File: src/design/gspc_pkg.sv
`timescale 1ns / 1ps
`default_nettype none
// ----------------------------------------------------------------------------
// gspc_pkg: shared types and constants of the gas sensor ppm converter
// Widths, fixed-point constants, register map, controller states and the
// command and status bundles between controller and datapath.
// ----------------------------------------------------------------------------
package gspc_pkg;

    localparam int SAMPLE_BITS  = 12;
    localparam int MAX_SAMPLES  = 64;
    localparam int COUNT_W      = $clog2(MAX_SAMPLES + 1);
    localparam int SUM_W        = SAMPLE_BITS + $clog2(MAX_SAMPLES);
    localparam int VOL_MULT     = 5 * (2 ** (16 - SAMPLE_BITS));
    localparam int SCALED_W     = SUM_W + $clog2(VOL_MULT + 1);

    localparam int VOL_W        = 19;
    localparam int DIFF_W       = 19;
    localparam int P1_W         = 40;
    localparam int HALF_W       = 20;
    localparam int PART_W       = HALF_W + VOL_W;
    localparam int NUM_W        = 59;
    localparam int DEN_W        = 28;
    localparam int QUOT_W       = 34;
    localparam int STEP_W       = $clog2(QUOT_W + 1);
    localparam int LOG_W        = 24;
    localparam int PROD_W       = 42;
    localparam int Z_W          = 26;
    localparam int IP_W         = 10;
    localparam int PPM_W        = 20;

    localparam logic [VOL_W-1:0]  VOL_MIN_Q16    = 19'd655;
    localparam logic [VOL_W-1:0]  FIVE_Q16       = 19'd327680;
    localparam logic [PPM_W-1:0]  PPM_MAX        = 20'hFFFFF;
    localparam int                LOG_OFFSET_Q16 = 3800;
    localparam int                LOG_BIAS       = 17;

    localparam logic [6:0]  RST_SAMPLES  = 7'd10;
    localparam logic [15:0] RST_BASELINE = 16'd1700;
    localparam logic [23:0] RST_SCALE    = 24'd756469;
    localparam logic [17:0] RST_EXPONENT = 18'd42920;

    localparam int ADDR_W = 4;
    localparam int DATA_W = 32;

    typedef enum logic [1:0] {
        REG_SAMPLES  = 2'd0,
        REG_BASELINE = 2'd1,
        REG_SCALE    = 2'd2,
        REG_EXPONENT = 2'd3
    } t_reg_idx;

    typedef struct packed {
        logic [6:0]  samples_per_reading;
        logic [15:0] baseline_resistance_q8;
        logic [23:0] curve_scale_q16;
        logic [17:0] curve_exponent_q16;
    } t_cfg;

    typedef enum logic [3:0] {
        S_IDLE,
        S_VOL_DIV,
        S_MUL1,
        S_MUL2,
        S_X_START,
        S_X_DIV,
        S_NORM,
        S_LOG,
        S_EXP,
        S_OUT
    } t_state;

    typedef struct packed {
        logic acc;
        logic vol_start;
        logic vol_capture;
        logic mul1;
        logic mul2;
        logic x_start;
        logic x_capture;
        logic norm_step;
        logic zero_result;
        logic log_mult;
        logic exp_calc;
        logic out_load;
    } t_dp_cmd;

    typedef struct packed {
        logic last;
        logic div_done;
        logic x_zero;
        logic norm_done;
        logic out_free;
    } t_dp_status;

endpackage
`default_nettype wire

File: src/design/gspc_cfg.sv
`timescale 1ns / 1ps
`default_nettype none
// ----------------------------------------------------------------------------
// gspc_cfg: configuration registers
// APB-style register file holding sample count, baseline resistance,
// curve scale and curve exponent.
// ----------------------------------------------------------------------------
module gspc_cfg
    import gspc_pkg::*;
(
    input  wire logic              i_clk,
    input  wire logic              i_rst_n,
    input  wire logic              psel,
    input  wire logic              penable,
    input  wire logic              pwrite,
    input  wire logic [ADDR_W-1:0] paddr,
    input  wire logic [DATA_W-1:0] pwdata,
    output logic      [DATA_W-1:0] prdata,
    output logic                   pready,
    output t_cfg                   o_cfg
);

    t_cfg     r_cfg;
    t_reg_idx reg_idx;
    logic     wr_en;

    assign pready  = 1'b1;
    assign reg_idx = t_reg_idx'(paddr[ADDR_W-1:2]);
    assign wr_en   = psel & penable & pwrite & pready;
    assign o_cfg   = r_cfg;

    always_ff @(posedge i_clk) begin
        if (!i_rst_n) begin
            r_cfg.samples_per_reading    <= RST_SAMPLES;
            r_cfg.baseline_resistance_q8 <= RST_BASELINE;
            r_cfg.curve_scale_q16        <= RST_SCALE;
            r_cfg.curve_exponent_q16     <= RST_EXPONENT;
        end else if (wr_en) begin
            case (reg_idx)
                REG_SAMPLES:  r_cfg.samples_per_reading    <= pwdata[6:0];
                REG_BASELINE: r_cfg.baseline_resistance_q8 <= pwdata[15:0];
                REG_SCALE:    r_cfg.curve_scale_q16        <= pwdata[23:0];
                REG_EXPONENT: r_cfg.curve_exponent_q16     <= pwdata[17:0];
                default: begin
                end
            endcase
        end
    end

    always_comb begin
        case (reg_idx)
            REG_SAMPLES:  prdata = {25'd0, r_cfg.samples_per_reading};
            REG_BASELINE: prdata = {16'd0, r_cfg.baseline_resistance_q8};
            REG_SCALE:    prdata = {8'd0, r_cfg.curve_scale_q16};
            REG_EXPONENT: prdata = {14'd0, r_cfg.curve_exponent_q16};
            default:      prdata = '0;
        endcase
    end

endmodule
`default_nettype wire

File: config.mk
export PLATFORM = sky130hd
export DESIGN_NAME = gspc_cfg
export DESIGN_NICKNAME = d
export VERILOG_FILES = /design/src/design/gspc_pkg.sv /design/src/design/gspc_cfg.sv
export SDC_FILE = /design/constraint.sdc
export NUM_CORES = 1
export LEC_CHECK = 0
export ABC_AREA = 1
export BUFFER_PORTS_ARGS = -buffer_cell sky130_fd_sc_hd__buf_4
export CAP_MARGIN = 20
export CORE_ASPECT_RATIO = 1.5
export CORE_MARGIN = 2
export CORE_UTILIZATION = 47
export DETAILED_ROUTE_END_ITERATION = 12
export GPL_ROUTABILITY_DRIVEN = 0
export PLACE_DENSITY = 0.86
export SLEW_MARGIN = 20
export SYNTH_ARGS = -nofsm -noshare
export SYNTH_HDL_FRONTEND = slang
export SYNTH_SLANG_ARGS = --single-unit
File: constraint.sdc
create_clock -name i_clk -period 1.5 [get_ports i_clk]
set_clock_uncertainty 0.15 [all_clocks]
set_input_delay 0.3 -clock i_clk [delete_from_list [all_inputs] [get_ports i_clk]]
set_output_delay 0.3 -clock i_clk [all_outputs]
set_load 0.01 [all_outputs]
[After elaboration in Yosys (flattened, before gate mapping)]
Index checks and enable logic that the tools add are counted.
Widths: inputs -> output; s select.
Cells by class
  bitwise operators: 2
  muxes and demuxes: 1
  equal/unequal tests: 3
  reductions and logical operators: 5
Operator list (number)
  $pmux 32 s4: 1
  $reduce_and 2->1: 4
  $eq 2x2->1 const B: 2
  $and 1x1->1: 2
  $eq 2x1->1 const B: 1
  $logic_not 2->1: 1
Storage, ports and cells
  logic and storage cells: 15
  register bits: 65
  input bits: 41
  output and inout port bits: 98

[Longest topological paths before layout]
  word-level depth: 3
  mapped depth: 6
  gate-level depth less buffers: 5

[Worst setup path before layout]
Ideal clock, no wire load.
  path kind: input to output
  start: in paddr[2]
  end: out prdata[5]
  path buffers: 2
  data required time: 1.050 ns
  cell stages on the path: 6
  data arrival time: 0.890 ns
  path slack: 0.160 ns
  cell sequence: nand2_2 inv_2 buf_4 buf_6 nand2_1 nand4_1
Between the ends
  cells in the longest elaborated chain, start to end: 2
  elaborated cells on any way between the ends: 5
  classes of those cells: eq/ne (3); mux (1); reduce/logical (1)
Ends and longest elaborated chain
  start, declared: line gspc_cfg.sv:16  | input wire logic [ADDR_W-1:0] paddr,
  $eq 2x2->1 (tied with other cells): line gspc_cfg.sv:51  | case (reg_idx)
  $pmux 32 s4 *: line gspc_cfg.sv:51
  end, declared: line gspc_cfg.sv:18  | output logic [DATA_W-1:0] prdata,
Mark *: on every way between the ends. The rest lies on a longest branch, timed or not. The select of a mux whose other input is x is not followed.

[Worst setup path in the final report]
  start: in paddr[3]
  end: out prdata[16]
Same word-level chain as after synthesis.

==> out/qor.yml <==
status:
  outcome: "finished, violations left"
  failed_checks: "negative setup slack"
setup_path:
  path_class: "input port to output port"
  crit_path_max_fanout: 5
  rrSetupSlack_ps: 730
  crit_path_end_kind: "output port"
  startpoint_type: "input port"
  reg2regPathDepth: 2
  cp.arrival_ps: 1080
  required_ps: 1050
  r2r_end: "o_cfg[64]"
  r2r-start: "o_cfg[64]"
layout:
  final_nets: 639
  final_cells: 679
  area_delta_synth_final_pct: 50.6
  final_common_cell: "nand2_1"
  layout_common_cells: "nand2_1, buf_4, nor2_1"
  largest_reg_flops: 65
  antennaDiodeCount: 0
  final_util_pct: 71.9
  drive_above_1_share_pct: 33.0
clocking:
  insertion_delay_ps: 340
  clock_path_buffers: 2
  cts_tree: "built"
  htreeDepth: 3
  path_clk_slew_ps: 70
  root_buffer: "clkbuf_8"
  cts.sinks: 65
  cts_buffers: 9
  hold_buffers: 0
global_routing:
  met1_usage_pct: 30.6
  grt_util_met3_pct: 4.99
  grt-ovfl-total: 0
  grt_util_met2_pct: 48.1
  grt_pass1_wl_um: 15300
  grt_max_degree: 30
  grt_busiest_layer: "met2"
  grt_usage_pct: 26.9
  antenna_found_initial: 0
  grt_pass1_vias: 3218
drt:
  drc: 0
  vias_per_cell: 5.16
  routed_wl_um: 9670
  antenna_left: 0
  dr_total_vias: 3501
  drtIter0Drc: 226
  drtPass1Iterations: 6
  post_drt_wl_per_cell_um: 14.2
timing:
  max_freq_mhz: 652
  finalHoldViolCount: 0
  finalSetupViolCount: 8
  tns_ps: -128
  fin_crit_sh_pct: 102
  rsz0062_at_grt: "yes"
  fin_crit_ps: 1530
  slew_violations: 0
  fin_ws_ps: -32.6
  relSlewSlack_pct: 60.2
  worst_slew_pin_slew_ps: 594
place:
  dp.final_hpwl_um: 6580
  pre_cts_ws_ps: -60.7
  dp.cells: 656
  io_buffer_count: 119
synth:
  synthAdderAreaFrac_pct: 0
  ys_ff_latch: 65
  yosys.cell_types.count: 17
  synth_seq_area_share_pct: 42.6
  synth-xor-area-share_pct: 0
  synth_compound_area_share_pct: 0.573
  synth_top_cells_by_area: "dfxtp_1, nand2_1, nand3_1"
  yosys.area_share.simple_pct: 45.7
  synth.area.mux_share_pct: 0
  synth_top_area_share_pct: 42.6
  synth_area_um2: 3060
  yosysWarnings: 0
  synth_area_leader_cell: "dfxtp_1"
  synth_top_family_by_area: "simple AND/OR/NAND/NOR gates"
  syn_inst: 462
  syn_avg_cell_area_um2: 6.62
power:
  p_per_area_nw_per_um2: 888
  power.leakage_nw: 2.33
  vdd_drop_max_mv: 0.705
floorplanning:
  num_rows: 36
  initial_core_util_pct: 47.8
  die-area_um2: 7180
  ios: 139
  core_area_um2: 6400
  die_x_um: 69.8
  die_h_um: 103
hold_path:
  min_from: "pwdata[16]"
  min_to: "o_cfg[34]"
  hold_depth: 3
  hold_class: "input port to flop"
flow_run:
  drv_cap: 0
==> cell type report <==
cell class / count / area [um^2]
clock buffer: 11 / 141
sequential: 65 / 1310
tap: 76 / 95.1
multi-input combinational: 339 / 1520
clock inverter: 5 / 78.8
fill: 502 / 1790
timing repair buffer: 152 / 1340
inverter: 31 / 124
==> through the flow <==
stage	instance area [um^2]	hold WS, ps	power (mW)
5_1_grt	4600	30.3	4.23
3_5_place_dp	4160	319	2.41
4_1_cts	4520	16.5	4.07
3_3_place_gp	4160	315	2.39
6_report	4600	25.9	4.09
2_1_floorplan	3080	276	2.12
==> cells in the mapped netlist (all sizes together) <==
cell,instances
dfxtp,65
nor2,90
a22o,2
nand2,156
buf,29
nand3,75
nand4,7
clkbuf,5
conb,2
inv,31
==> worst max path at each step <==
stage | depth (start not counted) | start | slack, ps | end
final | 7 | paddr[3] | -30 | prdata[16]
after global routing | 7 | paddr[3] | -50 | prdata[17]
after CTS | 8 | paddr[3] | -30 | prdata[2]
after detailed placement | 7 | paddr[3] | -60 | prdata[2]
after global placement | 6 | paddr[3] | -50 | prdata[2]
after floorplan | 6 | paddr[2] | 160 | prdata[5]
==> per-layer routing <==
| layer | part of all wire, % | wire [um] | vias up |
|---|---|---|---|
| met2 | 54 | 5180 | 169 |
| met1 | 37 | 3610 | 1613 |
| li1 | - | - | 1690 |
| met5 | 0 | 0 | - |
| met3 | 6.4 | 618 | 29 |
| met4 | 2.8 | 270 | 0 |
==> report_power, final <==
part | internal (mW) | switching, mW
sequential | 1.76 | 0.0341
clock | 0.979 | 0.660
combinational | 0.314 | 0.337
total | 3.06 | 1.03
==> cell families (layout without fill, tap and decap cells) <==
family | Yosys count | after routing
compound gates | 2 | 2
buf+inv | 65 | 199
flops | 65 | 65
other cells | 2 | 9
simple gates | 328 | 328
==> timing repair <==
action,in CTS,in global routing
buffers inserted,4,0
cloned,2,1
endpoints found under the setup margin,19,22
endpoints found under the hold margin,0,0
resized for setup,16,23
pin swaps,8,3
==> worst max-delay path, stage by stage <==
cell and delay, ps:
buf_12 120, inv_8 50, nor2_4 30, buf_12 130
buf_16 140, a22o_1 190, buf_6 120
(Power assumes the default switching activity.)
