<file path="src/design/gspc_pkg.sv">
`timescale 1ns / 1ps
`default_nettype none
// ----------------------------------------------------------------------------
// gspc_pkg: shared types and constants of the gas sensor ppm converter
// Widths, fixed-point constants, register map, controller states and the
// command and status bundles between controller and datapath.
// ----------------------------------------------------------------------------
package gspc_pkg;

    localparam int SAMPLE_BITS  = 12;
    localparam int MAX_SAMPLES  = 64;
    localparam int COUNT_W      = $clog2(MAX_SAMPLES + 1);
    localparam int SUM_W        = SAMPLE_BITS + $clog2(MAX_SAMPLES);
    localparam int VOL_MULT     = 5 * (2 ** (16 - SAMPLE_BITS));
    localparam int SCALED_W     = SUM_W + $clog2(VOL_MULT + 1);

    localparam int VOL_W        = 19;
    localparam int DIFF_W       = 19;
    localparam int P1_W         = 40;
    localparam int HALF_W       = 20;
    localparam int PART_W       = HALF_W + VOL_W;
    localparam int NUM_W        = 59;
    localparam int DEN_W        = 28;
    localparam int QUOT_W       = 34;
    localparam int STEP_W       = $clog2(QUOT_W + 1);
    localparam int LOG_W        = 24;
    localparam int PROD_W       = 42;
    localparam int Z_W          = 26;
    localparam int IP_W         = 10;
    localparam int PPM_W        = 20;

    localparam logic [VOL_W-1:0]  VOL_MIN_Q16    = 19'd655;
    localparam logic [VOL_W-1:0]  FIVE_Q16       = 19'd327680;
    localparam logic [PPM_W-1:0]  PPM_MAX        = 20'hFFFFF;
    localparam int                LOG_OFFSET_Q16 = 3800;
    localparam int                LOG_BIAS       = 17;

    localparam logic [6:0]  RST_SAMPLES  = 7'd10;
    localparam logic [15:0] RST_BASELINE = 16'd1700;
    localparam logic [23:0] RST_SCALE    = 24'd756469;
    localparam logic [17:0] RST_EXPONENT = 18'd42920;

    localparam int ADDR_W = 4;
    localparam int DATA_W = 32;

    typedef enum logic [1:0] {
        REG_SAMPLES  = 2'd0,
        REG_BASELINE = 2'd1,
        REG_SCALE    = 2'd2,
        REG_EXPONENT = 2'd3
    } t_reg_idx;

    typedef struct packed {
        logic [6:0]  samples_per_reading;
        logic [15:0] baseline_resistance_q8;
        logic [23:0] curve_scale_q16;
        logic [17:0] curve_exponent_q16;
    } t_cfg;

    typedef enum logic [3:0] {
        S_IDLE,
        S_VOL_DIV,
        S_MUL1,
        S_MUL2,
        S_X_START,
        S_X_DIV,
        S_NORM,
        S_LOG,
        S_EXP,
        S_OUT
    } t_state;

    typedef struct packed {
        logic acc;
        logic vol_start;
        logic vol_capture;
        logic mul1;
        logic mul2;
        logic x_start;
        logic x_capture;
        logic norm_step;
        logic zero_result;
        logic log_mult;
        logic exp_calc;
        logic out_load;
    } t_dp_cmd;

    typedef struct packed {
        logic last;
        logic div_done;
        logic x_zero;
        logic norm_done;
        logic out_free;
    } t_dp_status;

endpackage
`default_nettype wire

</file>
<file path="src/design/gspc_ctrl.sv">
`timescale 1ns / 1ps
`default_nettype none
// ----------------------------------------------------------------------------
// gspc_ctrl: conversion sequencer
// Accepts samples while idle and steps the datapath through divide,
// multiply, normalize, log and exp phases for each completed reading.
// ----------------------------------------------------------------------------
module gspc_ctrl
    import gspc_pkg::*;
(
    input  wire logic       i_clk,
    input  wire logic       i_rst_n,
    input  wire logic       i_valid,
    output logic            o_ready,
    input  wire t_dp_status i_status,
    output t_dp_cmd         o_cmd
);

    t_state r_state;
    t_state n_state;

    always_ff @(posedge i_clk) begin
        if (!i_rst_n) begin
            r_state <= S_IDLE;
        end else begin
            r_state <= n_state;
        end
    end

    always_comb begin
        n_state = r_state;
        o_cmd   = '0;
        o_ready = 1'b0;
        case (r_state)
            S_IDLE: begin
                o_ready = 1'b1;
                if (i_valid) begin
                    o_cmd.acc = 1'b1;
                    if (i_status.last) begin
                        o_cmd.vol_start = 1'b1;
                        n_state         = S_VOL_DIV;
                    end
                end
            end
            S_VOL_DIV: begin
                if (i_status.div_done) begin
                    o_cmd.vol_capture = 1'b1;
                    n_state           = S_MUL1;
                end
            end
            S_MUL1: begin
                o_cmd.mul1 = 1'b1;
                n_state    = S_MUL2;
            end
            S_MUL2: begin
                o_cmd.mul2 = 1'b1;
                n_state    = S_X_START;
            end
            S_X_START: begin
                o_cmd.x_start = 1'b1;
                n_state       = S_X_DIV;
            end
            S_X_DIV: begin
                if (i_status.div_done) begin
                    o_cmd.x_capture = 1'b1;
                    n_state         = S_NORM;
                end
            end
            S_NORM: begin
                if (i_status.x_zero) begin
                    o_cmd.zero_result = 1'b1;
                    n_state           = S_OUT;
                end else if (i_status.norm_done) begin
                    n_state = S_LOG;
                end else begin
                    o_cmd.norm_step = 1'b1;
                end
            end
            S_LOG: begin
                o_cmd.log_mult = 1'b1;
                n_state        = S_EXP;
            end
            S_EXP: begin
                o_cmd.exp_calc = 1'b1;
                n_state        = S_OUT;
            end
            S_OUT: begin
                if (i_status.out_free) begin
                    o_cmd.out_load = 1'b1;
                    n_state        = S_IDLE;
                end
            end
            default: begin
                n_state = S_IDLE;
            end
        endcase
    end

`ifndef SYNTH
    a_start_leaves_idle: assert property (@(posedge i_clk) disable iff (!i_rst_n)
        o_cmd.vol_start |=> (r_state == S_VOL_DIV))
        else $error("reading start did not enter the voltage divide");
`endif

endmodule
`default_nettype wire

</file>
<file path="config.mk">
export PLATFORM = sky130hd
export DESIGN_NAME = gspc_ctrl
export DESIGN_NICKNAME = d
export VERILOG_FILES = /design/src/design/gspc_pkg.sv /design/src/design/gspc_ctrl.sv
export SDC_FILE = /design/constraint.sdc
export NUM_CORES = 1
export LEC_CHECK = 0
export BUFFER_PORTS_ARGS = -buffer_cell sky130_fd_sc_hd__buf_2
export CORE_AREA = 2 2 39 41
export CTS_CLUSTER_DIAMETER = 100
export DETAILED_ROUTE_END_ITERATION = 10
export DIE_AREA = 0 0 41 43
export PLACE_DENSITY = 0.62
export SYNTH_ARGS = -nofsm -noshare
export SYNTH_HDL_FRONTEND = slang
export SYNTH_SLANG_ARGS = --single-unit
</file>
<file path="constraint.sdc">
create_clock -name i_clk -period 1.4 [get_ports i_clk]
set_clock_uncertainty 0.15 [all_clocks]
set_input_delay 0.07 -clock i_clk [delete_from_list [all_inputs] [get_ports i_clk]]
set_output_delay 0.07 -clock i_clk [all_outputs]
set_load 0.1 [all_outputs]
</file>
======== Word-level counts from Yosys, hierarchy flattened ========
Index checks and enable logic that the tools add are counted.
word-level totals
  flip-flop bits (word level) ............. 4
  word-level logic and storage cells ...... 44
  output and inout bits ................... 13
  input bits .............................. 8
operators by class
  multiplexer cells ....................... 26
  equality and inequality tests ........... 15
  reduce and logical (&&, ||, !) cells .... 2
operators by type and width
  cell                  number
  $pmux W4 S10          1
  $mux W4               7
  $eq A4 B3 Y1 const B  4
  $mux W1               15
  $ne A2 B2 Y1 const B  5
  $eq A4 B2 Y1 const B  2
  $eq A4 B4 Y1 const B  2
  $mux W2               3
  $reduce_and A6 Y1     1
  $eq A4 B1 Y1 const B  1
  $logic_not A4 Y1      1
  $ne A3 B3 Y1 const B  1

======== Logic depth before layout (Yosys ltp) ========
Gate-level depths: netlist of run 1.
  word-level depth ........................ 3
  gate-level depth with buffers ........... 5
  gate-level depth less buffers ........... 4

======== Worst setup path after synthesis of run 1 ========
OpenSTA, ideal clock, no wires.
  kind .................................... register to output
  start ................................... register r_state[3]
  end ..................................... output port o_cmd[1] in the netlist's numbering
  required time ........................... 1.180 ns
  path slack .............................. -2.293 ns
  data arrival time ....................... 3.473 ns
  stages on the path, launching flop included .. 4
  path buffers ............................ 1
  cell sequence ........................... dfxtp_1 buf_4 inv_1 nor4_1
RTL lines
  element                 RTL line         text
  from (decl)             gspc_ctrl.sv:19  t_state r_state;
  from (signal assigned)  gspc_ctrl.sv:26  r_state <= n_state;
  to (decl)               gspc_ctrl.sv:16  output t_dp_cmd o_cmd

==> results of run 1 <==
through the flow:
| stage | setup WS [ps] | utilization (%) | cells | power, mW |
|---|---|---|---|---|
| after floorplan | -877 | - | 50 | 1.20 |
| after global placement | -36.9 | 63.6 | 93 | 1.69 |
| after detailed placement | -15.5 | 63.6 | 93 | 1.70 |
| after CTS | -152 | 72.2 | 102 | 1.99 |
| after global routing | -199 | 74.6 | 103 | 2.16 |
| final | -146 | 74.6 | 103 | 2.06 |
kinds of logic after synthesis:
logic type      Yosys count
compound gates           10
simple gates             31
buf+inv                   5
flops                     4
final timing paths:
path                    start         end  slack (ps)  cells after the start
setup / recovery   r_state[3]   o_cmd[10]        -150                      3
hold / removal    i_status[0]  r_state[1]          30                      4
setup reg to reg   r_state[1]  r_state[1]           0                      6
hold reg to reg    r_state[0]  r_state[1]         410                      2
placed cells by master, fill, tap and decap left out, types with 5 or more instances in the layout:
| cell type | Yosys | layout |
|---|---|---|
| sky130_fd_sc_hd__buf_2 | 1 | 7 |
| sky130_fd_sc_hd__buf_4 | 3 | 13 |
| sky130_fd_sc_hd__buf_12 | 0 | 14 |
| sky130_fd_sc_hd__nor2_1 | 7 | 5 |
power breakdown:
part	internal (mW)	total, mW	switching, mW
registers	0.165	0.241	0.0763
clock network	0.0960	0.146	0.0503
logic	0.738	1.68	0.939
total	0.999	2.06	1.07
worst max-delay path, stage by stage (launching register included):
cell,delay (ps)
sky130_fd_sc_hd__dfxtp_2,340
sky130_fd_sc_hd__nor4_4,340
sky130_fd_sc_hd__and3_4,240
sky130_fd_sc_hd__buf_12,170
synthesized netlist by cell type:
library cell	number	share of area, %
sky130_fd_sc_hd__inv_1	1	0.97
sky130_fd_sc_hd__nor4_2	1	3.2
sky130_fd_sc_hd__nand2b_1	3	4.9
sky130_fd_sc_hd__and2_1	1	1.6
sky130_fd_sc_hd__o211a_1	1	2.6
sky130_fd_sc_hd__nor4b_2	1	3.9
sky130_fd_sc_hd__nor3_1	3	3.9
sky130_fd_sc_hd__a2bb2oi_1	1	2.3
sky130_fd_sc_hd__nor4_1	1	1.6
sky130_fd_sc_hd__buf_4	3	5.8
sky130_fd_sc_hd__a32oi_2	1	4.2
sky130_fd_sc_hd__o21ai_0	1	1.3
sky130_fd_sc_hd__nor2b_1	2	3.2
sky130_fd_sc_hd__nor3b_1	1	1.9
sky130_fd_sc_hd__and3_1	3	4.9
sky130_fd_sc_hd__buf_2	1	1.3
sky130_fd_sc_hd__a21oi_2	1	2.3
sky130_fd_sc_hd__a2111oi_2	1	3.9
sky130_fd_sc_hd__and4b_1	1	2.6
sky130_fd_sc_hd__dfxtp_1	4	21
sky130_fd_sc_hd__o211ai_2	1	3.2
sky130_fd_sc_hd__nor2b_2	1	2.3
sky130_fd_sc_hd__a21oi_1	2	2.6
sky130_fd_sc_hd__nand2_1	6	5.8
sky130_fd_sc_hd__a211oi_1	1	1.9
sky130_fd_sc_hd__nor2_1	7	6.8
final cells by class:
class                   count  area, um^2  area share (%)
clock buffers               3        22.5            2.18
inverters                   1        8.76           0.848
multi-input cells          41         428            41.5
flip-flops and latches      4        92.6            8.97
well taps                  16        20.0            1.94
repair buffers             38         460            44.6
routing by layer:
layer	share of wire (%)	global-route usage (%)	routed length (um)
met1	38	22.3	500
met2	56	33.1	742
met3	5.0	2.09	66
met4	1.6	6.00	21
met5	0	0	0
repair_timing:
item	CTS	global route
endpoints found under the setup margin	15	15
hold buffers	1	0
gates resized for setup	14	6
hold endpoints to repair	3	0
buffers inserted	5	1
pin swaps	8	2
==> flow_metrics.tcl, run 1 <==
set metrics [dict create \
    setup_viol 14 \
    design.portCount 21 \
    drt-initial-drc-count 0 \
    final_critical_path_setup_slack_ps -146 \
    synth_xor_xnor_area_share_pct 0 \
    yosys_warnings 0 \
    post_route_cells_drive_above_1_share_pct 80.5 \
    drc 0 \
    cts-root-buf "sky130_fd_sc_hd__clkbuf_4" \
    synth.yosys.seq_area_share_pct 20.8 \
    wl_per_cell_um 12.9 \
    h_tree_level_count 1 \
    synth-compound-area-share_pct 24.4 \
    crit_fanout 4 \
    worst-slew-pin-transition_ps 281 \
    grt_pass1_vias 520 \
    hold_path_class "in -> reg" \
    crit_type "reg -> out" \
    synth_seq_cells 4 \
    reg.largest.list "r_state x4" \
    synth_simple_gate_area_share_pct 46.8 \
    core.rowCount 14 \
    grt_overflow 0 \
    nNetsFinal 97 \
    tritoncts.num_buffers 3 \
    antenna_violating_nets_post_route 0 \
    cp.required_ps 1180 \
    synth_mux_area_share_pct 0 \
    path_clk_slew_ps 40 \
    syn_area_um2 385 \
    antenna_found_initial 0 \
    hpwlAfterDp_um 950 \
    non_filler_cell_area_final_um2 1030 \
    max-cap-violations 0 \
    detailed_place.area_um2 880 \
    clkSinkCount 4 \
    cts_tree "yes" \
    routed-via-count 492 \
    leakage_nw 0.430 \
    fin_crit_sh_pct 110 \
    synthesis.nets 58 \
    syn_inst 50 \
    layout.filler_cells 88 \
    timing.final.max_slew_violations 0 \
    first_pass_grt_wire_length_mm 2.26 \
    dieWidth_um 41 \
    tns_ps -1050 \
    design.die.area_um2 1760 \
    clock_insertion_delay_worst_skew_ps 240 \
    area_growth_syn_to_layout_pct 168 \
    headroom_to_the_max_slew_limit_pct 81.2 \
    finalHoldWorstSlack_ps 27.7 \
    diodes 0 \
    adder_cell_fraction_of_synth_area_pct 0 \
    port_buffers 20 \
    grt_max_degree 9 \
    top_register "r_state" \
    ys_types 26 \
    syn-mean-instance-area_um2 7.71 \
    clock.fmax_mhz 647 \
    outcome "finished, violations left" \
    detailedRoute.firstPassIterationCount 1 \
    synth_top_family_by_area "simple AND/OR/NAND/NOR gates" \
    routed_via_density 4.78 \
    final_hold_viol_count 0 \
    critPathLaunchType "flip-flop" \
    post-route-min-period_ps 1550 \
    wirelength_mm 1.33 \
    finalWeightedCongestion 0.920 \
    timing.critical_path.arrival_ps 1330 \
    pwr_density_cell_nw_per_um2 2000 \
    initial_core_util_pct 27.8 \
    worst_ir_drop_vdd_mv 0.965 \
    core_area_um2 1380 \
    largest_register_ff_count 4 \
    floorplan.die.height_um 43 \
    critical_path.endpoint_type "primary output" \
    failing_checks "negative setup slack" \
    clock_path_buffers 2 \
    grt_setup_unrepaired "true" \
    grt_usage_pct 18.9 \
]
(Power assumes the default switching activity.)
==> inputs of run 2 (changes only) <==
--- a/config.mk
+++ b/config.mk
@@ -6,11 +6,12 @@
 export NUM_CORES = 1
 export LEC_CHECK = 0
 export BUFFER_PORTS_ARGS = -buffer_cell sky130_fd_sc_hd__buf_2
-export CORE_AREA = 2 2 39 41
+export CELL_PAD_IN_SITES_DETAIL_PLACEMENT = 0
+export CELL_PAD_IN_SITES_GLOBAL_PLACEMENT = 1
+export CORE_UTILIZATION = 28
 export CTS_CLUSTER_DIAMETER = 100
 export DETAILED_ROUTE_END_ITERATION = 10
-export DIE_AREA = 0 0 41 43
-export PLACE_DENSITY = 0.62
+export PLACE_DENSITY = 0.8
 export SYNTH_ARGS = -nofsm -noshare
 export SYNTH_HDL_FRONTEND = slang
 export SYNTH_SLANG_ARGS = --single-unit
==> flow_metrics.tcl, run 2 (same netlist as run 1, synthesis figures left out) <==
set metrics [dict create \
    combinationalPowerShare_pct 81.4 \
    commonest_cells_after_routing_fill_and_taps_aside "sky130_fd_sc_hd__buf_4 (14), sky130_fd_sc_hd__buf_12 (13), sky130_fd_sc_hd__buf_6 (8)" \
    wl_per_cell_um 17.1 \
    timing.critical_path.max_delay_family "simple AND/OR/NAND/NOR gates" \
    tns_ps -1820 \
    final_critical_path_setup_slack_ps -229 \
    setup_viol 15 \
    hpwlAfterDp_mm 1.00 \
    tritoncts.num_buffers 3 \
    nNetsFinal 103 \
    cts-root-buf "sky130_fd_sc_hd__clkbuf_4" \
    hold_path_class "in -> reg" \
    antenna_found_initial 0 \
    grt_overflow 0 \
    internal-power_mw 1.04 \
    place_worst_setup_slack_ps -39.9 \
    grt_setup_unrepaired "true" \
    final_hold_viol_count 0 \
    worst-slew-pin-transition_ps 305 \
    port_buffers 20 \
    core_area_um2 1280 \
    leakage_nw 0.466 \
    swShare_pct 52.6 \
    h_tree_level_count 1 \
    grt_usage_pct 26.8 \
    crit-reg2reg-launch "r_state[3]" \
    max-cap-violations 0 \
    top_register "r_state" \
    failing_checks "negative setup slack" \
    headroom_to_the_max_slew_limit_pct 79.5 \
    clock.fmax_mhz 614 \
    fin_crit_sh_pct 116 \
    timing.critical_path.arrival_ps 1410 \
    worst_r2r_endpoint "r_state[1]" \
    power_frac_clock_pct 7.2 \
    rrSetupSlack_ps -40 \
    clock_path_buffers 2 \
    finalWeightedCongestion 0.837 \
    floorplan.die.height_um 39.1 \
    routed_via_density 5.20 \
    path_depth 3 \
    routed-via-count 562 \
    antenna_violating_nets_post_route 0 \
    detailed_place.area_um2 858 \
    area_growth_syn_to_layout_pct 194 \
    r2r_cells 6 \
    cp.required_ps 1180 \
    wirelength_mm 1.85 \
    p_sw_mw 1.15 \
    largest_incremental_delay_on_the_critical_path_ps 370 \
    worst_ir_drop_vdd_mv 1.44 \
    dieWidth_um 39.1 \
    clkSinkCount 4 \
    placed_cells 91 \
    drt-initial-drc-count 15 \
    non_filler_cell_area_final_um2 1130 \
    mostFrequentLayoutCell "sky130_fd_sc_hd__buf_4" \
    diodes 0 \
    grt_pass1_vias 536 \
    clock_insertion_delay_worst_skew_ps 250 \
    outcome "finished, violations left" \
    crit_fanout 6 \
    layout.cells.non_filler 108 \
    reg.largest.list "r_state x4" \
    design.die.area_um2 1530 \
    sequentialPowerShare_pct 11.4 \
    drc 0 \
    cp_cell_sequence "nor4_4, and3_4, buf_12" \
    timing.critical_path.buf_inv 1 \
    post-route-min-period_ps 1630 \
    design.portCount 21 \
    pwr_density_cell_nw_per_um2 1940 \
    crit_slowest_cell "sky130_fd_sc_hd__dfxtp_4" \
    initial_core_util_pct 30.0 \
    first_pass_grt_wire_length_mm 2.57 \
    timing.final.max_slew_violations 0 \
    cts_tree "yes" \
    grt_max_degree 8 \
    core.rowCount 13 \
    crit_type "reg -> out" \
    largest_register_ff_count 4 \
    critical_path.endpoint_type "primary output" \
    startpoint "r_state[1]" \
    path_clk_slew_ps 40 \
    post_route_cells_drive_above_1_share_pct 83.9 \
    worst_setup_path_endpoint "o_cmd[10]" \
    critPathLaunchType "flip-flop" \
    detailedRoute.firstPassIterationCount 4 \
]
run 2: power groups by stage:
stage | Clock [mW] | Sequential (mW) | Combinational [mW]
final | 0.158 | 0.250 | 1.79
after global routing | 0.166 | 0.255 | 1.86
after CTS | 0.160 | 0.251 | 1.64
after detailed placement | 0 | 0.231 | 1.44
after global placement | 0 | 0.231 | 1.42
after floorplan | 0 | 0.190 | 1.01
run 2: metrics by stage:
stage | power (mW) | hold slack, ps | util, %
6_report | 2.20 | 30.5 | 88.1
3_3_place_gp | 1.65 | 200 | 66.8
4_1_cts | 2.05 | 4.72 | 83.1
3_5_place_dp | 1.67 | 197 | 66.8
2_1_floorplan | 1.20 | 62.6 | -
5_1_grt | 2.28 | 58.4 | 88.1
run 2: timing repair:
action                                 in CTS  in global routing
hold buffers                                1                  0
endpoints found under the hold margin       4                  0
setup endpoints to repair                  13                 15
pin swaps                                  10                  9
buffers inserted                           11                  3
resized for setup                          25                 10
run 2: metal layers:
metal  routed length, um  GRT usage, %
met3                  74          3.47
met2                1040          48.3
met4                  72          19.0
met1                 666          27.9
met5                   0             0
run 2: how the worst min path moves through the flow:
stage                     slack (ps)  cells after the start         end   startpoint
final                             30                      4  r_state[1]  i_status[0]
after CTS                          5                      4  r_state[1]  i_status[0]
after detailed placement         200                      3  r_state[1]      i_rst_n
after global placement           200                      3  r_state[1]      i_rst_n
after global routing              60                      4  r_state[1]  i_status[0]
after floorplan                   60                      2  r_state[1]      i_rst_n
run 2: area by class of cell:
type	instances	area [um^2]
inverters	1	16.3
fillers	58	153
flip-flops and latches	4	95.1
clock buffers	3	22.5
well taps	15	18.8
multi-input cells	41	464
repair buffers	44	515
run 2: worst reg2reg max path: cells and delay by family (launching register included):
| family | cells | cell delay, ps |
|---|---|---|
| DFF | 1 | 370 |
| AOI/OAI and AO/OA | 3 | 450 |
| buffers and inverters | 3 | 350 |
