<file path="src/design/gspc_pkg.sv">
`timescale 1ns / 1ps
`default_nettype none
// ----------------------------------------------------------------------------
// gspc_pkg: shared types and constants of the gas sensor ppm converter
// Widths, fixed-point constants, register map, controller states and the
// command and status bundles between controller and datapath.
// ----------------------------------------------------------------------------
package gspc_pkg;

    localparam int SAMPLE_BITS  = 12;
    localparam int MAX_SAMPLES  = 64;
    localparam int COUNT_W      = $clog2(MAX_SAMPLES + 1);
    localparam int SUM_W        = SAMPLE_BITS + $clog2(MAX_SAMPLES);
    localparam int VOL_MULT     = 5 * (2 ** (16 - SAMPLE_BITS));
    localparam int SCALED_W     = SUM_W + $clog2(VOL_MULT + 1);

    localparam int VOL_W        = 19;
    localparam int DIFF_W       = 19;
    localparam int P1_W         = 40;
    localparam int HALF_W       = 20;
    localparam int PART_W       = HALF_W + VOL_W;
    localparam int NUM_W        = 59;
    localparam int DEN_W        = 28;
    localparam int QUOT_W       = 34;
    localparam int STEP_W       = $clog2(QUOT_W + 1);
    localparam int LOG_W        = 24;
    localparam int PROD_W       = 42;
    localparam int Z_W          = 26;
    localparam int IP_W         = 10;
    localparam int PPM_W        = 20;

    localparam logic [VOL_W-1:0]  VOL_MIN_Q16    = 19'd655;
    localparam logic [VOL_W-1:0]  FIVE_Q16       = 19'd327680;
    localparam logic [PPM_W-1:0]  PPM_MAX        = 20'hFFFFF;
    localparam int                LOG_OFFSET_Q16 = 3800;
    localparam int                LOG_BIAS       = 17;

    localparam logic [6:0]  RST_SAMPLES  = 7'd10;
    localparam logic [15:0] RST_BASELINE = 16'd1700;
    localparam logic [23:0] RST_SCALE    = 24'd756469;
    localparam logic [17:0] RST_EXPONENT = 18'd42920;

    localparam int ADDR_W = 4;
    localparam int DATA_W = 32;

    typedef enum logic [1:0] {
        REG_SAMPLES  = 2'd0,
        REG_BASELINE = 2'd1,
        REG_SCALE    = 2'd2,
        REG_EXPONENT = 2'd3
    } t_reg_idx;

    typedef struct packed {
        logic [6:0]  samples_per_reading;
        logic [15:0] baseline_resistance_q8;
        logic [23:0] curve_scale_q16;
        logic [17:0] curve_exponent_q16;
    } t_cfg;

    typedef enum logic [3:0] {
        S_IDLE,
        S_VOL_DIV,
        S_MUL1,
        S_MUL2,
        S_X_START,
        S_X_DIV,
        S_NORM,
        S_LOG,
        S_EXP,
        S_OUT
    } t_state;

    typedef struct packed {
        logic acc;
        logic vol_start;
        logic vol_capture;
        logic mul1;
        logic mul2;
        logic x_start;
        logic x_capture;
        logic norm_step;
        logic zero_result;
        logic log_mult;
        logic exp_calc;
        logic out_load;
    } t_dp_cmd;

    typedef struct packed {
        logic last;
        logic div_done;
        logic x_zero;
        logic norm_done;
        logic out_free;
    } t_dp_status;

endpackage
`default_nettype wire

</file>
<file path="src/design/gspc_div.sv">
`timescale 1ns / 1ps
`default_nettype none
// ----------------------------------------------------------------------------
// gspc_div: shared bit-serial divider
// Restoring division, one quotient bit per cycle, quotient saturated to
// QUOT_W bits when the true quotient does not fit.
// ----------------------------------------------------------------------------
module gspc_div
    import gspc_pkg::*;
(
    input  wire logic              i_clk,
    input  wire logic              i_rst_n,
    input  wire logic              i_start,
    input  wire logic [NUM_W-1:0]  i_num,
    input  wire logic [DEN_W-1:0]  i_den,
    output logic                   o_done,
    output logic      [QUOT_W-1:0] o_quot
);

    logic              r_busy;
    logic              r_done;
    logic [STEP_W-1:0] r_step;
    logic [DEN_W-1:0]  r_rem;
    logic [DEN_W-1:0]  r_den;
    logic [QUOT_W-1:0] r_num;
    logic [QUOT_W-1:0] r_quot;
    logic [DEN_W:0]    trial;
    logic [DEN_W:0]    trial_sub;
    logic [DEN_W-1:0]  num_hi;

    assign num_hi    = DEN_W'(i_num[NUM_W-1:QUOT_W]);
    assign trial     = {r_rem, r_num[QUOT_W-1]};
    assign trial_sub = trial - {1'b0, r_den};
    assign o_done    = r_done;
    assign o_quot    = r_quot;

    always_ff @(posedge i_clk) begin
        if (!i_rst_n) begin
            r_busy <= 1'b0;
            r_done <= 1'b0;
            r_step <= '0;
        end else begin
            r_done <= 1'b0;
            if (i_start) begin
                if (num_hi >= i_den) begin
                    r_done <= 1'b1;
                end else begin
                    r_busy <= 1'b1;
                    r_step <= STEP_W'(QUOT_W);
                end
            end else if (r_busy) begin
                r_step <= r_step - 1'b1;
                if (r_step == STEP_W'(1)) begin
                    r_busy <= 1'b0;
                    r_done <= 1'b1;
                end
            end
        end
    end

    always_ff @(posedge i_clk) begin
        if (i_start) begin
            r_den  <= i_den;
            r_rem  <= num_hi;
            r_num  <= i_num[QUOT_W-1:0];
            r_quot <= '1;
        end else if (r_busy) begin
            r_num <= {r_num[QUOT_W-2:0], 1'b0};
            if (!trial_sub[DEN_W]) begin
                r_rem  <= trial_sub[DEN_W-1:0];
                r_quot <= {r_quot[QUOT_W-2:0], 1'b1};
            end else begin
                r_rem  <= trial[DEN_W-1:0];
                r_quot <= {r_quot[QUOT_W-2:0], 1'b0};
            end
        end
    end

`ifndef SYNTH
    a_rem_below_den: assert property (@(posedge i_clk) disable iff (!i_rst_n)
        r_busy |-> (r_rem < r_den))
        else $error("divider remainder not below divisor");

    a_done_ends_busy: assert property (@(posedge i_clk) disable iff (!i_rst_n)
        r_done |-> !r_busy)
        else $error("divider done while still busy");
`endif

endmodule
`default_nettype wire

</file>
<file path="src/design/gspc_datapath.sv">
`timescale 1ns / 1ps
`default_nettype none
// ----------------------------------------------------------------------------
// gspc_datapath: accumulation, voltage, ratio, log and exp datapath
// Sums samples, forms the averaged voltage and resistance ratio through the
// shared divider, then the Mitchell log2 / exponent / piecewise exp2 chain,
// and holds the result in the output register.
// ----------------------------------------------------------------------------
module gspc_datapath
    import gspc_pkg::*;
(
    input  wire logic                   i_clk,
    input  wire logic                   i_rst_n,
    input  wire t_cfg                   i_cfg,
    input  wire t_dp_cmd                i_cmd,
    output t_dp_status                  o_status,
    input  wire logic [SAMPLE_BITS-1:0] i_sample,
    output logic                        o_out_valid,
    input  wire logic                   i_out_ready,
    output logic      [PPM_W-1:0]       o_ppm_q8,
    output logic                        o_voltage_clamped,
    output logic                        o_saturated
);

    logic [SUM_W-1:0]    r_sum;
    logic [COUNT_W-1:0]  r_count;
    logic [VOL_W-1:0]    r_vol;
    logic [DIFF_W-1:0]   r_diff;
    logic                r_clamped;
    logic [P1_W-1:0]     r_p1;
    logic [PART_W-1:0]   r_pl;
    logic [PART_W-1:0]   r_ph;
    logic [QUOT_W-1:0]   r_xn;
    logic [STEP_W-1:0]   r_lz;
    logic signed [PROD_W-1:0] r_prod;
    logic [PPM_W-1:0]    r_ppm;
    logic                r_sat;
    logic                r_out_valid;
    logic [PPM_W-1:0]    r_out_ppm;
    logic                r_out_clamped;
    logic                r_out_sat;

    logic [COUNT_W-1:0]  n_eff;
    logic [SUM_W-1:0]    sum_next;
    logic [COUNT_W-1:0]  cnt_next;
    logic [SCALED_W-1:0] sum_scaled;
    logic                div_start;
    logic [NUM_W-1:0]    div_num;
    logic [DEN_W-1:0]    div_den;
    logic                div_done;
    logic [QUOT_W-1:0]   div_quot;
    logic                vol_low;
    logic [VOL_W-1:0]    vol_sel;
    logic [DIFF_W-1:0]   diff_sel;
    logic [P1_W-1:0]     p1_c;
    logic [PART_W-1:0]   pl_c;
    logic [PART_W-1:0]   ph_c;
    logic signed [7:0]   log_int;
    logic signed [LOG_W-1:0] log_val;
    logic signed [17:0]  exp_s;
    logic signed [PROD_W-1:0] prod_c;
    logic signed [PROD_W-1:0] prod_adj;
    logic signed [Z_W-1:0]    z_val;
    logic signed [Z_W-1:0]    w_val;
    logic signed [IP_W-1:0]   ip;
    logic signed [IP_W-1:0]   sh_full;
    logic [16:0]         mant;
    logic [PPM_W-1:0]    ppm_c;
    logic                sat_c;

    always_comb begin
        if (i_cfg.samples_per_reading == 7'd0) begin
            n_eff = COUNT_W'(1);
        end else if (32'(i_cfg.samples_per_reading) > MAX_SAMPLES) begin
            n_eff = COUNT_W'(MAX_SAMPLES);
        end else begin
            n_eff = COUNT_W'(i_cfg.samples_per_reading);
        end
    end

    assign sum_next   = r_sum + SUM_W'(i_sample);
    assign cnt_next   = r_count + 1'b1;
    assign sum_scaled = SCALED_W'(sum_next) * SCALED_W'(VOL_MULT);

    assign div_start = i_cmd.vol_start | i_cmd.x_start;
    assign div_num   = i_cmd.x_start ? ({r_ph, {HALF_W{1'b0}}} + NUM_W'(r_pl))
                                     : NUM_W'(sum_scaled);
    assign div_den   = i_cmd.x_start ? {r_diff, 9'd0} : DEN_W'(cnt_next);

    gspc_div u_div (
        .i_clk   (i_clk),
        .i_rst_n (i_rst_n),
        .i_start (div_start),
        .i_num   (div_num),
        .i_den   (div_den),
        .o_done  (div_done),
        .o_quot  (div_quot)
    );

    assign vol_low  = div_quot < QUOT_W'(VOL_MIN_Q16);
    assign vol_sel  = vol_low ? VOL_MIN_Q16 : div_quot[VOL_W-1:0];
    assign diff_sel = (vol_sel < FIVE_Q16) ? (FIVE_Q16 - vol_sel) : DIFF_W'(1);

    assign p1_c = {16'd0, i_cfg.curve_scale_q16} * {24'd0, i_cfg.baseline_resistance_q8};
    assign pl_c = {{VOL_W{1'b0}}, r_p1[HALF_W-1:0]} * {{HALF_W{1'b0}}, r_vol};
    assign ph_c = {{VOL_W{1'b0}}, r_p1[P1_W-1:HALF_W]} * {{HALF_W{1'b0}}, r_vol};

    assign log_int = 8'(LOG_BIAS) - 8'(r_lz);
    assign log_val = $signed({log_int, r_xn[QUOT_W-2:QUOT_W-17]})
                     + LOG_W'(LOG_OFFSET_Q16);
    assign exp_s   = $signed(i_cfg.curve_exponent_q16);
    assign prod_c  = exp_s * log_val;

    assign prod_adj = r_prod + (r_prod[PROD_W-1] ? PROD_W'(65535) : PROD_W'(0));
    assign z_val    = prod_adj[PROD_W-1:16];
    assign w_val    = z_val - Z_W'(LOG_OFFSET_Q16);
    assign ip       = w_val[Z_W-1:16];
    assign mant     = {1'b1, w_val[15:0]};
    assign sh_full  = IP_W'(8) - ip;

    always_comb begin
        sat_c = 1'b0;
        if (ip >= IP_W'(12)) begin
            ppm_c = PPM_MAX;
            sat_c = 1'b1;
        end else if (ip >= IP_W'(8)) begin
            ppm_c = PPM_W'(mant) << ip[1:0];
        end else if (ip >= -IP_W'(8)) begin
            ppm_c = PPM_W'(mant >> sh_full[4:0]);
        end else begin
            ppm_c = '0;
        end
    end

    always_ff @(posedge i_clk) begin
        if (!i_rst_n) begin
            r_sum   <= '0;
            r_count <= '0;
        end else if (i_cmd.acc) begin
            if (o_status.last) begin
                r_sum   <= '0;
                r_count <= '0;
            end else begin
                r_sum   <= sum_next;
                r_count <= cnt_next;
            end
        end
    end

    always_ff @(posedge i_clk) begin
        if (i_cmd.vol_capture) begin
            r_vol     <= vol_sel;
            r_diff    <= diff_sel;
            r_clamped <= vol_low;
        end
        if (i_cmd.mul1) begin
            r_p1 <= p1_c;
        end
        if (i_cmd.mul2) begin
            r_pl <= pl_c;
            r_ph <= ph_c;
        end
        if (i_cmd.x_capture) begin
            r_xn <= div_quot;
            r_lz <= '0;
        end else if (i_cmd.norm_step) begin
            r_xn <= {r_xn[QUOT_W-2:0], 1'b0};
            r_lz <= r_lz + 1'b1;
        end
        if (i_cmd.log_mult) begin
            r_prod <= prod_c;
        end
        if (i_cmd.zero_result) begin
            r_ppm <= '0;
            r_sat <= 1'b0;
        end else if (i_cmd.exp_calc) begin
            r_ppm <= ppm_c;
            r_sat <= sat_c;
        end
        if (i_cmd.out_load) begin
            r_out_ppm     <= r_ppm;
            r_out_clamped <= r_clamped;
            r_out_sat     <= r_sat;
        end
    end

    always_ff @(posedge i_clk) begin
        if (!i_rst_n) begin
            r_out_valid <= 1'b0;
        end else if (i_cmd.out_load) begin
            r_out_valid <= 1'b1;
        end else if (i_out_ready) begin
            r_out_valid <= 1'b0;
        end
    end

    assign o_status.last      = cnt_next >= n_eff;
    assign o_status.div_done  = div_done;
    assign o_status.x_zero    = r_xn == '0;
    assign o_status.norm_done = r_xn[QUOT_W-1];
    assign o_status.out_free  = !r_out_valid || i_out_ready;

    assign o_out_valid       = r_out_valid;
    assign o_ppm_q8          = r_out_ppm;
    assign o_voltage_clamped = r_out_clamped;
    assign o_saturated       = r_out_sat;

`ifndef SYNTH
    a_count_in_range: assert property (@(posedge i_clk) disable iff (!i_rst_n)
        32'(r_count) < MAX_SAMPLES)
        else $error("sample count beyond the largest reading size");

    a_no_overwrite: assert property (@(posedge i_clk) disable iff (!i_rst_n)
        i_cmd.out_load |-> (!r_out_valid || i_out_ready))
        else $error("result overwrites a transaction not yet taken");

    a_norm_nonzero: assert property (@(posedge i_clk) disable iff (!i_rst_n)
        i_cmd.norm_step |-> (!r_xn[QUOT_W-1] && (r_xn != '0)))
        else $error("normalize step on zero or normalized ratio");
`endif

endmodule
`default_nettype wire

</file>
<file path="config.mk">
export PLATFORM = sky130hd
export DESIGN_NAME = gspc_datapath
export DESIGN_NICKNAME = d
export VERILOG_FILES = /design/src/design/gspc_pkg.sv /design/src/design/gspc_div.sv /design/src/design/gspc_datapath.sv
export SDC_FILE = /design/constraint.sdc
export NUM_CORES = 2
export LEC_CHECK = 0
export BUFFER_PORTS_ARGS = -buffer_cell sky130_fd_sc_hd__buf_2
export CAP_MARGIN = 20
export CORE_ASPECT_RATIO = 0.5
export CORE_UTILIZATION = 51
export CTS_BUF_LIST = sky130_fd_sc_hd__clkbuf_8
export DETAILED_ROUTE_END_ITERATION = 8
export HOLD_SLACK_MARGIN = 0.15
export PLACE_DENSITY = 0.73
export REMOVE_ABC_BUFFERS = 1
export SKIP_LAST_GASP = 1
export SLEW_MARGIN = 15
export SYNTH_ARGS = -nofsm -noshare
export SYNTH_HDL_FRONTEND = slang
export SYNTH_SLANG_ARGS = --single-unit
</file>
<file path="constraint.sdc">
create_clock -name i_clk -period 13 [get_ports i_clk]
set_clock_uncertainty 0.15 [all_clocks]
set_input_delay 3.9 -clock i_clk [delete_from_list [all_inputs] [get_ports i_clk]]
set_output_delay 3.9 -clock i_clk [all_outputs]
set_load 0.005 [all_outputs]
</file>
== After elaboration in Yosys (flattened, before gate mapping) ==
Cells that the tools add are included.

* Bits in registers: 440
* Bits in latches: 0
* RAM bits: 0
* Memory bits (read-only): 0
* Bits of input ports: 92
* Output and inout port bits: 28
* Word-level logic and storage cells: 96
* Memories kept: 0

* Add/sub/neg operators: 12
* Multipliers: 5
* Div/mod/pow operators: 0
* $lt $le $gt $ge: 8
* Equal/unequal tests: 2
* Shift-type cells: 2
* Muxes and demuxes: 33
* Bitwise gates (word level): 1
* Reductions and logical operators: 8

{| class="wikitable"
|+ Operators by type and width
! kind !! number
|-
| $mux W34 || 4
|-
| $mul A20 B19 Y39 || 2
|-
| $mux W20 || 3
|-
| $add A59 B39 Y59 || 1
|-
| $mux W59 || 1
|-
| $mux W28 || 2
|-
| $mux W25 || 2
|-
| $add A42 B17 Y42 || 1
|-
| $mul A18 B24 Y42 || 1
|-
| $mul A24 B16 Y40 || 1
|-
| $logic_not A34 Y1 || 1
|-
| $lt A34 B10 Y1 const B || 1
|-
| $sub A29 B28 Y29 || 1
|-
| $ge A25 B28 Y1 || 1
|-
| $sub A26 B13 Y26 const B || 1
|-
| $add A23 B13 Y24 const B || 1
|-
| $mul A18 B3 Y21 const B || 1
|-
| $mux W7 || 3
|-
| $ge A10 B5 Y1 const B || 2
|-
| $shl A17 B2 Y20 || 1
|-
| $shr A17 B5 Y20 || 1
|-
| $lt A19 B19 Y1 const B || 1
|-
| $mux W19 || 1
|-
| $sub A19 B19 Y19 const A || 1
|-
| 21 further kinds || 36
|}

== Logic depth before layout (Yosys ltp) ==
* Depth in word-level cells: 8
* Depth in mapped cells: 39

== Cells and area by module ==
A second synthesis with hierarchy kept.

* Cell total of the unflattened synthesis: 8245
* Area total of the unflattened synthesis: 76151.8 µm²

{| class="wikitable"
|+ By module, submodules not included
! module !! instances !! cells each !! area each (µm²) !! sequential area each (µm²)
|-
| gspc_datapath || 1 || 7528 || 68642.1 || 8718.4
|-
| gspc_div || 1 || 717 || 7509.7 || 3513.4
|}

== Worst setup path after synthesis ==
Ideal clock, no wire load.

* Path kind: input -> register
* Start: input port i_cfg[3] in the netlist's numbering
* End: register r_prod[41], data pin
* Setup time: 260 ps
* Arrival time: 10516 ps
* Data required time: 12590 ps
* Slack: 2074 ps
* Stages: 27
* Path through: clkbuf_1 -> nand2_1 -> fa_1 -> inv_1 -> fa_1 -> inv_1 -> fa_1 -> inv_1 -> fa_1 -> inv_1 -> fa_1 -> fa_1 -> inv_1 -> ha_1 -> a21o_1 -> a21oi_1 -> o21bai_1 -> a21o_1 -> a21o_1 -> a22o_1 -> a311o_1 -> a31oi_1 -> o311ai_0 -> or4b_2 -> a31o_2 -> a21oi_1 -> xnor2_1

* Cells in the longest elaborated chain, start to end: 1

{| class="wikitable"
|+ Ends and longest elaborated chain
! what !! RTL line !! source
|-
| from (decl) || gspc_datapath.sv:14 || <nowiki>input wire t_cfg i_cfg,</nowiki>
|-
| $mul A18 B24 Y42 || gspc_datapath.sv:112 || <nowiki>assign prod_c = exp_s * log_val;</nowiki>
|-
| net prod_c[41] || gspc_datapath.sv:61 || <nowiki>logic signed [PROD_W-1:0] prod_c;</nowiki>
|-
| to (signal assigned) || gspc_datapath.sv:171 || <nowiki>r_prod <= prod_c;</nowiki>
|-
| to (decl) || gspc_datapath.sv:35 || <nowiki>logic signed [PROD_W-1:0] r_prod;</nowiki>
|}

The timed path passes the listed nets, and every way through them passes these cells.
A chain may end at the register's enable or synchronous reset.

== Worst setup path in the final report ==
* Start: input port i_cfg[43] in the netlist's numbering
* End: register r_p1[38], data pin

* Cells in the longest elaborated chain, start to end: 1

{| class="wikitable"
|+ Ends and longest elaborated chain
! what !! RTL line !! source
|-
| $mul A24 B16 Y40 || gspc_datapath.sv:104 || <nowiki>assign p1_c = {16'd0, i_cfg.curve_scale_q16} * {24'd0, i_cfg.baseline_resistance_q8};</nowiki>
|-
| net p1_c[38] || gspc_datapath.sv:55 || <nowiki>logic [P1_W-1:0] p1_c;</nowiki>
|-
| to (signal assigned) || gspc_datapath.sv:157 || <nowiki>r_p1 <= p1_c;</nowiki>
|-
| to (decl) || gspc_datapath.sv:30 || <nowiki>logic [P1_W-1:0] r_p1;</nowiki>
|}

The timed path passes the listed nets, and every way through them passes these cells.

==> results_dict.tcl <==
set metrics [dict create \
    synth_edf_count 340 \
    core_region_area_um2 144000 \
    syn2layout_area_growth_pct 5.14 \
    cts_buffer_depth 3 \
    clk_latency_ps 730 \
    fin_nets 9937 \
    initial_core_util_pct 51.8 \
    ant_nets 0 \
    timing.critical_path.required_ps 13280 \
    cts_tree "built" \
    grt_pass1_wl_um 284000 \
    chipWidth_um 543 \
    final_area_um2 78500 \
    synth-seq-area-share_pct 16.3 \
    first_pass_iters 9 \
    dp_slack_ps 1310 \
    rsz0062_at_grt "false" \
    dpl_cell_area_um2 77100 \
    synth-main-ff-cell "edfxtp_1" \
    cp.arrival_ps 11260 \
    vias_per_cell 5.40 \
    rows 98 \
    fp.dieArea_um2 148000 \
    post-route-util_pct 54.5 \
    drive_above_1_share_pct 5.17 \
    max_freq_ghz 0.0911 \
    routedWlPerCell_um 17.0 \
    clock_sinks 438 \
    dp_hpwl_um 130000 \
    clockRootBuffer "clkbuf_8" \
    worst_path_largest_cell_delay_ps 560 \
    hold_buffers 0 \
    ioPinCount 120 \
    grt_pass1_vias 56900 \
    hp-class "flop to flop" \
    mostFrequentLayoutCell "inv_1" \
    drv_slew 0 \
    post-route-period-util_pct 84.4 \
    relSlewSlack_pct 33.4 \
    crit_path_end_kind "flop" \
    cts_buffers 70 \
    tns_ps 0 \
    setup_viol 0 \
    cap_violations 0 \
    crit_top_cell "fa_1" \
    hold_viol_final 0 \
    worst_slack_ps 2020 \
    period_needed_ps 10980 \
    synth-seq-cells 438 \
    tightest_slew_ps 985 \
    drt-total-wl_um 169000 \
    cp-start-kind "input port" \
    status "complete, no violations" \
    cp_num_buf_inv 6 \
    cts_resized 0 \
    grt.total_usage_pct 23.6 \
    antenna_found_initial 4 \
    synth_area_um2 74700 \
    place_congestion 0.887 \
    syn_avg_cell_area_um2 9.35 \
    yosys.area.top_type "fa_1" \
    worstSetupPathType "input port to flop" \
    postSynth.asyncResetShare_pct 0 \
    post-cts-setup-buffers 0 \
    ys_types 99 \
    cp_top_family "adder cells" \
    gr-total-overflow 0 \
    synth_top_area_share_pct 35.9 \
    port_buffers 119 \
    h-tree-depth 3 \
    synth_cells 7989 \
    yosysWarnings 0 \
    vias 53500 \
    n_fill_cell 12800 \
    worstPathMaxFanout 24 \
    detail_route.iter0.violations 3358 \
    clk_pin_slew_ps 70 \
    drc 0 \
    grt_max_degree 70 \
    layout_common_cells "1600 x inv_1, 1340 x fa_1, 1225 x nand2_1" \
    synth_area_leaders "fa_1 36%, edfxtp_1 14%, ha_1 10%, inv_1 8.0%, nand2_1 6.2%" \
    die_y_um 273 \
    cpMaxStageDelayCell "fa_1" \
]
==> cells in the mapped netlist (14+ instances only) <==
| cell type | instances |
|---|---|
| o21ai_0 | 132 |
| mux2i_1 | 92 |
| nor4_1 | 18 |
| nand2b_1 | 59 |
| or3_1 | 26 |
| and2_1 | 574 |
| o21bai_1 | 43 |
| a31oi_1 | 18 |
| nor3_1 | 52 |
| buf_1 | 14 |
| fa_1 | 1340 |
| nor2_1 | 250 |
| o21a_1 | 38 |
| nand3_1 | 91 |
| inv_1 | 1584 |
| a21o_1 | 82 |
| nand2_1 | 1225 |
| dfxtp_1 | 98 |
| edfxtp_1 | 340 |
| nor2b_1 | 61 |
| clkbuf_1 | 341 |
| a21boi_0 | 24 |
| and3_1 | 36 |
| o22ai_1 | 24 |
| nand4_1 | 25 |
| xnor2_1 | 210 |
| a21oi_1 | 213 |
| ha_1 | 608 |
| xor2_1 | 106 |
| mux2_2 | 31 |
| a211oi_1 | 34 |
==> area by class of cell <==
class	count	area, um2	area share, %
clock inverters	52	425	0.542
diodes	2	5.00	0.00637
repair buffers	200	1210	1.54
well taps	1950	2440	3.11
multi-input cells	5598	55300	70.4
inverters	1589	5970	7.60
flip-flops and latches	438	12200	15.5
clock buffers	77	1060	1.35
==> metal layers <==
| metal | share of wire (%) | global-route usage [%] |
|---|---|---|
| met1 | 42 | 30.7 |
| met2 | 49 | 40.7 |
| met3 | 6.4 | 3.73 |
| met4 | 3.0 | 7.13 |
| met5 | 0.0047 | 0 |
==> registers in the layout (all words and copies together), names as in the netlist, 19 cells and up <==
signal / cells
o_ppm_q8: 20
r_diff: 19
r_p1: 40
r_ph: 39
r_pl: 39
r_ppm: 20
r_prod: 42
r_vol: 19
r_xn: 34
u_div.o_quot: 34
u_div.r_den: 26
u_div.r_num: 34
u_div.r_rem: 28
==> kinds of logic (layout without fill, tap and decap cells) <==
logic type                 count (synthesis)  after routing  synth area share [%]
AOI/OAI and AO/OA                        727            727                  6.36
xor gates and xnor gates                 320            320                  3.79
adders and majority gates               1949           1949                  46.1
buffers and inverters                   1953           1918                  9.87
DFF                                      438            438                  16.3
muxes                                    131            131                  1.94
other                                      0              2                     0
and+or+nand+nor                         2471           2471                  15.6
==> through the flow <==
step | instances | hold WS (ps)
after floorplan | 7625 | 250
after global placement | 9774 | 253
after detailed placement | 9775 | 255
after CTS | 9904 | 255
after global routing | 9906 | 286
final | 9906 | 249
==> worst reg2reg max path: cells and delay by family, from the launching register on <==
kind,cells,cell delay (ps)
compound gates,7,1750
buf+inv,7,1040
flops,1,770
fa+ha+maj,8,3740
xor+xnor,2,230
simple gates,10,2400
==> path summary, 6_finish.rpt <==
check                      startpoint                          end  slack [ps]  cells past startpoint
setup / recovery            i_cfg[43]           r_p1[38]$_DFFE_PP_        2020                     29
hold / removal    r_clamped$_DFFE_PP_  o_voltage_clamped$_DFFE_PP_         250                      0
setup reg to reg   r_xn[20]$_DFFE_PP_         r_prod[41]$_DFFE_PP_        2700                     34
hold reg to reg   r_clamped$_DFFE_PP_  o_voltage_clamped$_DFFE_PP_         250                      0
Power is left out: the tool's default activity adds up to more than one toggle a clock period on the data nets, which glitch-free logic cannot reach.
